===== src/rtl/core/frapk_pkg.sv =====
// ----------------------------------------------------------------------------
// frapk_pkg
// Shared types, constants and float-to-byte helpers of the RGBA packer.
// ----------------------------------------------------------------------------
package frapk_pkg;

    localparam int DIM_W  = 13;
    localparam int DVD_W  = 2 * DIM_W;
    localparam int ROW_W  = 12;
    localparam int BYTE_W = 8;
    localparam int CIDX_W = 2;

    typedef enum logic [CIDX_W-1:0] {
        CFG_SRC_W,
        CFG_SRC_H,
        CFG_DST_W,
        CFG_DST_H
    } t_cfg_idx;

    typedef enum logic [2:0] {
        ST_IDLE,
        ST_COL_GO,
        ST_COL_WAIT,
        ST_ROW_MUL,
        ST_ROW_GO,
        ST_ROW_WAIT
    } t_state;

    typedef enum logic {
        DIV_COL,
        DIV_ROW
    } t_div_sel;

    typedef enum logic [1:0] {
        CV_ZERO,
        CV_FULL,
        CV_SCALE
    } t_cv_kind;

    typedef struct packed {
        t_cv_kind    kind;
        logic [32:0] sig;
        logic [7:0]  sh;
    } t_cvt;

    typedef struct packed {
        logic     take_load;
        logic     take_pixel;
        logic     div_start;
        t_div_sel div_sel;
        logic     col_apply;
        logic     row_mul;
        logic     out_load;
    } t_cmd;

    typedef struct packed {
        logic row_end_now;
        logic div_busy;
        logic out_free;
    } t_sts;

    // value*255 rounded to single precision, kept as an integer significand
    function automatic t_cvt cvt_scale(input logic [31:0] b);
        t_cvt        c;
        logic [7:0]  e;
        logic [31:0] m;
        logic [31:0] x;
        logic [24:0] keep;
        logic [7:0]  lo;
        logic        rup;
        e      = b[30:23];
        m      = {8'd0, 1'b1, b[22:0]};
        x      = (m << 8) - m;
        c.kind = CV_SCALE;
        c.sig  = '0;
        c.sh   = 8'd0;
        if (b[31] || e == 8'd0 || (e == 8'hFF && b[22:0] != 23'd0)) begin
            c.kind = CV_ZERO;
        end else if (e >= 8'd127) begin
            c.kind = CV_FULL;
        end else begin
            c.sh = 8'd126 - e;
            if (x[31]) begin
                keep  = {1'b0, x[31:8]};
                lo    = x[7:0];
                rup   = (lo > 8'h80) || (lo == 8'h80 && keep[0]);
                keep  = keep + {24'd0, rup};
                c.sig = {keep, 8'd0};
            end else begin
                keep  = {1'b0, x[30:7]};
                lo    = {1'b0, x[6:0]};
                rup   = (lo > 8'h40) || (lo == 8'h40 && keep[0]);
                keep  = keep + {24'd0, rup};
                c.sig = {1'b0, keep, 7'd0};
            end
        end
        return c;
    endfunction

    // add one half in single precision, then truncate to a byte
    function automatic logic [7:0] cvt_round(input t_cvt c);
        logic [34:0] t;
        logic [34:0] y;
        logic [34:0] mask;
        logic [34:0] low;
        logic [34:0] half;
        logic [34:0] keep;
        logic [34:0] r;
        logic [5:0]  q;
        logic [7:0]  res;
        t = {c.sig, 2'b00} >> c.sh;
        y = t + 35'h2000000;
        q = 6'd2;
        for (int k = 26; k < 35; k++) begin
            if (y[k]) begin
                q = 6'(k - 23);
            end
        end
        mask = (35'd1 << q) - 35'd1;
        low  = y & mask;
        half = 35'd1 << (q - 6'd1);
        keep = y >> q;
        if (low > half || (low == half && keep[0])) begin
            keep = keep + 35'd1;
        end
        r = keep << q;
        case (c.kind)
            CV_ZERO: res = 8'd0;
            CV_FULL: res = 8'hFF;
            default: res = r[33:26];
        endcase
        return res;
    endfunction

endpackage


===== src/rtl/core/frapk_ctrl.sv =====
// ----------------------------------------------------------------------------
// frapk_ctrl
// Sequencer: accepts requests and steps the datapath through the column (not at a row end) and row divisions.
// ----------------------------------------------------------------------------
module frapk_ctrl
    import frapk_pkg::*;
(
    input  logic i_clk,
    input  logic i_rst_n,
    input  logic i_valid,
    input  logic i_action,
    input  t_sts i_sts,
    output logic o_stall,
    output t_cmd o_cmd
);

    t_state r_state;
    t_state n_state;

    always_ff @(posedge i_clk) begin
        if (!i_rst_n) begin
            r_state <= ST_IDLE;
        end else begin
            r_state <= n_state;
        end
    end

    always_comb begin
        n_state = r_state;
        unique case (r_state)
            ST_IDLE: begin
                if (i_valid && i_action) begin
                    n_state = i_sts.row_end_now ? ST_ROW_MUL : ST_COL_GO;
                end
            end
            ST_COL_GO:   n_state = ST_COL_WAIT;
            ST_COL_WAIT: begin
                if (!i_sts.div_busy) begin
                    n_state = ST_ROW_MUL;
                end
            end
            ST_ROW_MUL:  n_state = ST_ROW_GO;
            ST_ROW_GO:   n_state = ST_ROW_WAIT;
            ST_ROW_WAIT: begin
                if (!i_sts.div_busy && i_sts.out_free) begin
                    n_state = ST_IDLE;
                end
            end
            default:     n_state = ST_IDLE;
        endcase
    end

    always_comb begin
        o_cmd   = '0;
        o_stall = 1'b1;
        unique case (r_state)
            ST_IDLE: begin
                o_stall          = 1'b0;
                o_cmd.take_load  = i_valid && !i_action;
                o_cmd.take_pixel = i_valid && i_action;
            end
            ST_COL_GO: begin
                o_cmd.div_start = 1'b1;
                o_cmd.div_sel   = DIV_COL;
            end
            ST_COL_WAIT: o_cmd.col_apply = !i_sts.div_busy;
            ST_ROW_MUL:  o_cmd.row_mul = 1'b1;
            ST_ROW_GO: begin
                o_cmd.div_start = 1'b1;
                o_cmd.div_sel   = DIV_ROW;
            end
            ST_ROW_WAIT: o_cmd.out_load = !i_sts.div_busy && i_sts.out_free;
            default:     o_stall = 1'b1;
        endcase
    end

endmodule


===== config.mk =====
export PLATFORM = sky130hd
export DESIGN_NAME = frapk_ctrl
export DESIGN_NICKNAME = d
export VERILOG_FILES = /design/src/rtl/core/frapk_pkg.sv /design/src/rtl/core/frapk_ctrl.sv
export SDC_FILE = /design/constraint.sdc
export NUM_CORES = 1
export LEC_CHECK = 0
export ABC_AREA = 1
export BUFFER_PORTS_ARGS = -buffer_cell sky130_fd_sc_hd__buf_2
export CAP_MARGIN = 20
export CORE_AREA = 3 3 40 42
export CTS_BUF_LIST = sky130_fd_sc_hd__clkbuf_8
export DETAILED_ROUTE_END_ITERATION = 8
export DIE_AREA = 0 0 43 45
export PLACE_DENSITY = 0.47
export SLEW_MARGIN = 5
export SYNTH_ARGS = -nofsm -noshare
export SYNTH_HDL_FRONTEND = slang
export SYNTH_SLANG_ARGS = --single-unit

===== constraint.sdc =====
create_clock -name i_clk -period 1 [get_ports i_clk]
set_clock_uncertainty 0.2 [all_clocks]
set_input_delay 0.1 -clock i_clk [delete_from_list [all_inputs] [get_ports i_clk]]
set_output_delay 0.1 -clock i_clk [all_outputs]
set_load 0.01 [all_outputs]

# After elaboration in Yosys (flattened, before gate mapping)
# Cells that the tools add are included.
# W data, S select, Z words.
[word_totals]
input_bits = 7
wordCells = 27
out_inout_bits = 8
ff_bits = 3
[op_classes]
mux = 11
n_eq_ne = 8
reduce_logical = 7
[ops]
columns = ["cell", "count"]
rows = [
  ["$pmux W3 S6", 1],
  ["$mux W3", 3],
  ["$eq A3 B2 Y1 const B", 2],
  ["$eq A3 B3 Y1 const B", 2],
  ["$ne A2 B2 Y1 const B", 3],
  ["$mux W1", 4],
  ["$mux W2", 2],
  ["$pmux W2 S2", 1],
  ["$eq A3 B1 Y1 const B", 1],
  ["$logic_and A1 B1 Y1", 3],
  ["$logic_not A3 Y1", 1],
  ["$reduce_and A3 Y1", 1],
  ["$logic_not A1 Y1", 2],
]

# Longest topological paths before layout
[depth]
depth_word = 4
ltp_mapped = 5
ltp_nobuf = 5

# Worst setup path before layout
# OpenSTA, ideal clock, no wires.
[synth_timing]
kind = "register to output"
from = "register r_state[0]"
to = "output o_cmd[6] (netlist bit)"
path_slack_ns = -0.212
stages_incl_launch_ff = 4
required_time_ns = 0.700
n_path_buf = 0
arrival_ns = 0.912
path_cell_list = "dfxtp_1 -> nor2_2 -> nand2_1 -> nor3b_2"
[synth_rtl]
columns = ["item", "line_no", "text"]
rows = [
  ["start: declaration", "frapk_ctrl.sv:17", "t_state r_state;"],
  ["start signal: assignment", "frapk_ctrl.sv:24", "r_state <= n_state;"],
  ["end: declaration", "frapk_ctrl.sv:14", "output t_cmd o_cmd"],
]

==> impl_metrics.toml <==
[hold_path]
min_path_cells = 3
hp-class = "primary input to register"

[cells_and_area]
top_register = "r_state"
utilization = 0.3544
fill_cells = 150
multi_input_area_um2 = 175.2
syn_to_final_growth_pct = 91.58
insertedDiodeCount = 0
largest_reg_flops = 3
largestRegisters = "r_state: 3 flops"
final_cell_area_um2 = 455.4
drive_above_1_share = 0.6230
seq_area_um2 = 68.82
nets = 69

[floorplan]
dieArea_mm2 = 0.001935
fp-row-count = 13
core_area_mm2 = 0.001285
io_pins = 15
die_h_um = 45
fp.dieW_um = 43
initial_utilization = 0.1850

[clock_network]
cts_made_buffers = 3
root_buffer = "clkbuf_8"
cts_buffer_depth = 2
cts.sinks = 3
tritoncts = "yes"
clock_latency_ps = 220
clkSlewWorstSetupHoldPaths_ps = 30
htreeDepth = 1

[logic_synthesis]
netlist_instances = 37
syn_nets = 44
synth_area_um2 = 237.7
yosysSeqAreaShare = 0.2526
ys_types = 13
ys_seq_elements = 3
syn_area_per_cell_um2 = 6.425
yosys_warnings = 0

[timing]
fmax_mhz = 715.3
worst_pin_slew_ps = 182.3
hold_violations = 3
finalCriticalPeriod_ps = 1398
maxSlewHeadroom = 0.8774
setup_viol = 11
period_share = 1.398
slew_viol_final = 0
worst_hold_slack_ps = -13.58
rsz0062_at_grt = "yes"
setup_slack_ps = -397.9

[drt]
drt-pass1-iter-count = 2
routed_wirelength_um = 690
wl_per_cell_um = 9.079
drt_iter0_markers = 2
vias = 314
drc_errors = 0
via_per_inst = 4.132
ant_nets = 0

[setup_path]
critical-path-slowest-cell = "dfxtp_4"
cp.depth = 4
r2r_slack_ps = -190
crit_arrival_ps = 1100
r2r_cells = 5
crit_chain = "nor2_4, nand2_2, nor3b_2, buf_2"
cp.required_ps = 700
critPathMaxStageDelay_ps = 350
path_delay_family = "simple AND/OR/NAND/NOR gates"
end_kind = "output port"
crit_buf_inv = 1
cp-start-kind = "register"
criticalPathCategory = "register to output port"
cp_max_fo = 5

[placed_design]
gp_congestion = 0.7307
port-buffer-count = 14
placedInstanceArea_um2 = 369.1
dp_slack_ps = -194.6
dpl.hpwl_um = 523.2

[global_route]
grt_max_degree = 6
grt-ovfl-total = 0
grt_pass1_vias = 331
grt_pass1_wl_um = 1297
antenna_found_initial = 0
grtUsageTotal = 0.09310

[run]
maxCapViolCount = 0

[run_status]
violations = "hold timing, setup timing"
status = "complete, but fails checks"

[power]
finalPower_uw = 999.4
power_density_mw_per_mm2 = 2194
power.leakage_uw = 0.0002535
ir_drop_uv = 721.8
-- cell usage in the layout, fill, tap and decap left out, drive strengths merged --
cell    instances
a211oi          2
a21oi           1
a31oi           1
buf            20
clkbuf          3
dfxtp           3
inv             8
nand2          11
nand3           4
nor2            6
nor3b           1
nor4            1
-- kinds of logic (layout without fill, tap and decap cells) --
family | after synthesis | after routing | share of synthesized area
AO/OA/AOI/OAI | 4 | 4 | 0.1526
buffers and inverters | 7 | 31 | 0.1105
flip-flops | 3 | 3 | 0.2526
AND/OR/NAND/NOR | 23 | 23 | 0.4842
-- worst reg2reg max path, cell delays in order, from the launching register on --
cell and delay [ps]:
dfxtp_4 360, buf_4 120, inv_4 40, nor2_4 100, nand3_2 100, a211oi_2 180
-- layer usage --
metal	wire (um)	global-route usage
met3	30	0.03586
met1	253	0.08393
met2	394	0.1677
met4	12	0.07229
met5	0	0
-- path summary, 6_finish.rpt --
check / startpoint / end
min: i_rst_n / r_state[0]
min reg2reg: r_state[2] / r_state[1]
max: r_state[0] / o_cmd[6]
max reg2reg: r_state[0] / r_state[0]
-- per-stage QoR --
step / TNS [ps] / cells
3_3_place_gp: -1202 / 69
4_1_cts: -3084 / 76
2_1_floorplan: -386.6 / 37
6_report: -3050 / 76
3_5_place_dp: -1129 / 69
5_1_grt: -3857 / 76
-- cells in the mapped netlist --
master,number,area (um2)
a211oi_2,2,25.02
a21oi_1,1,5.000
a31oi_1,1,6.260
dfxtp_1,3,60.06
inv_1,6,22.52
inv_2,1,3.750
nand2_1,11,41.29
nand3_1,3,15.01
nand3_2,1,10.01
nor2_1,3,11.26
nor2_2,3,18.77
nor3b_2,1,12.51
nor4_1,1,6.260
-- where the power goes --
group | internal (uW) | switching (uW)
Clock | 262 | 84.2
Sequential | 159 | 43.4
Combinational | 213 | 238
-- final cells by class --
cell class,count,share of cell area
clock inverters,1,0.008242
inverters,7,0.06319
clock buffers,3,0.09066
repair buffers,20,0.2610
multi-input cells,27,0.3846
flip-flops and latches,3,0.1511
well taps,15,0.04121
-- what timing repair did --
item	CTS	global route
setup buffers	3	0
resized for setup	6	0
pin swaps	5	0
endpoints found under the hold margin	3	0
endpoints found under the setup margin	11	11
No activity file was read; power rests on OpenSTA's default activity.
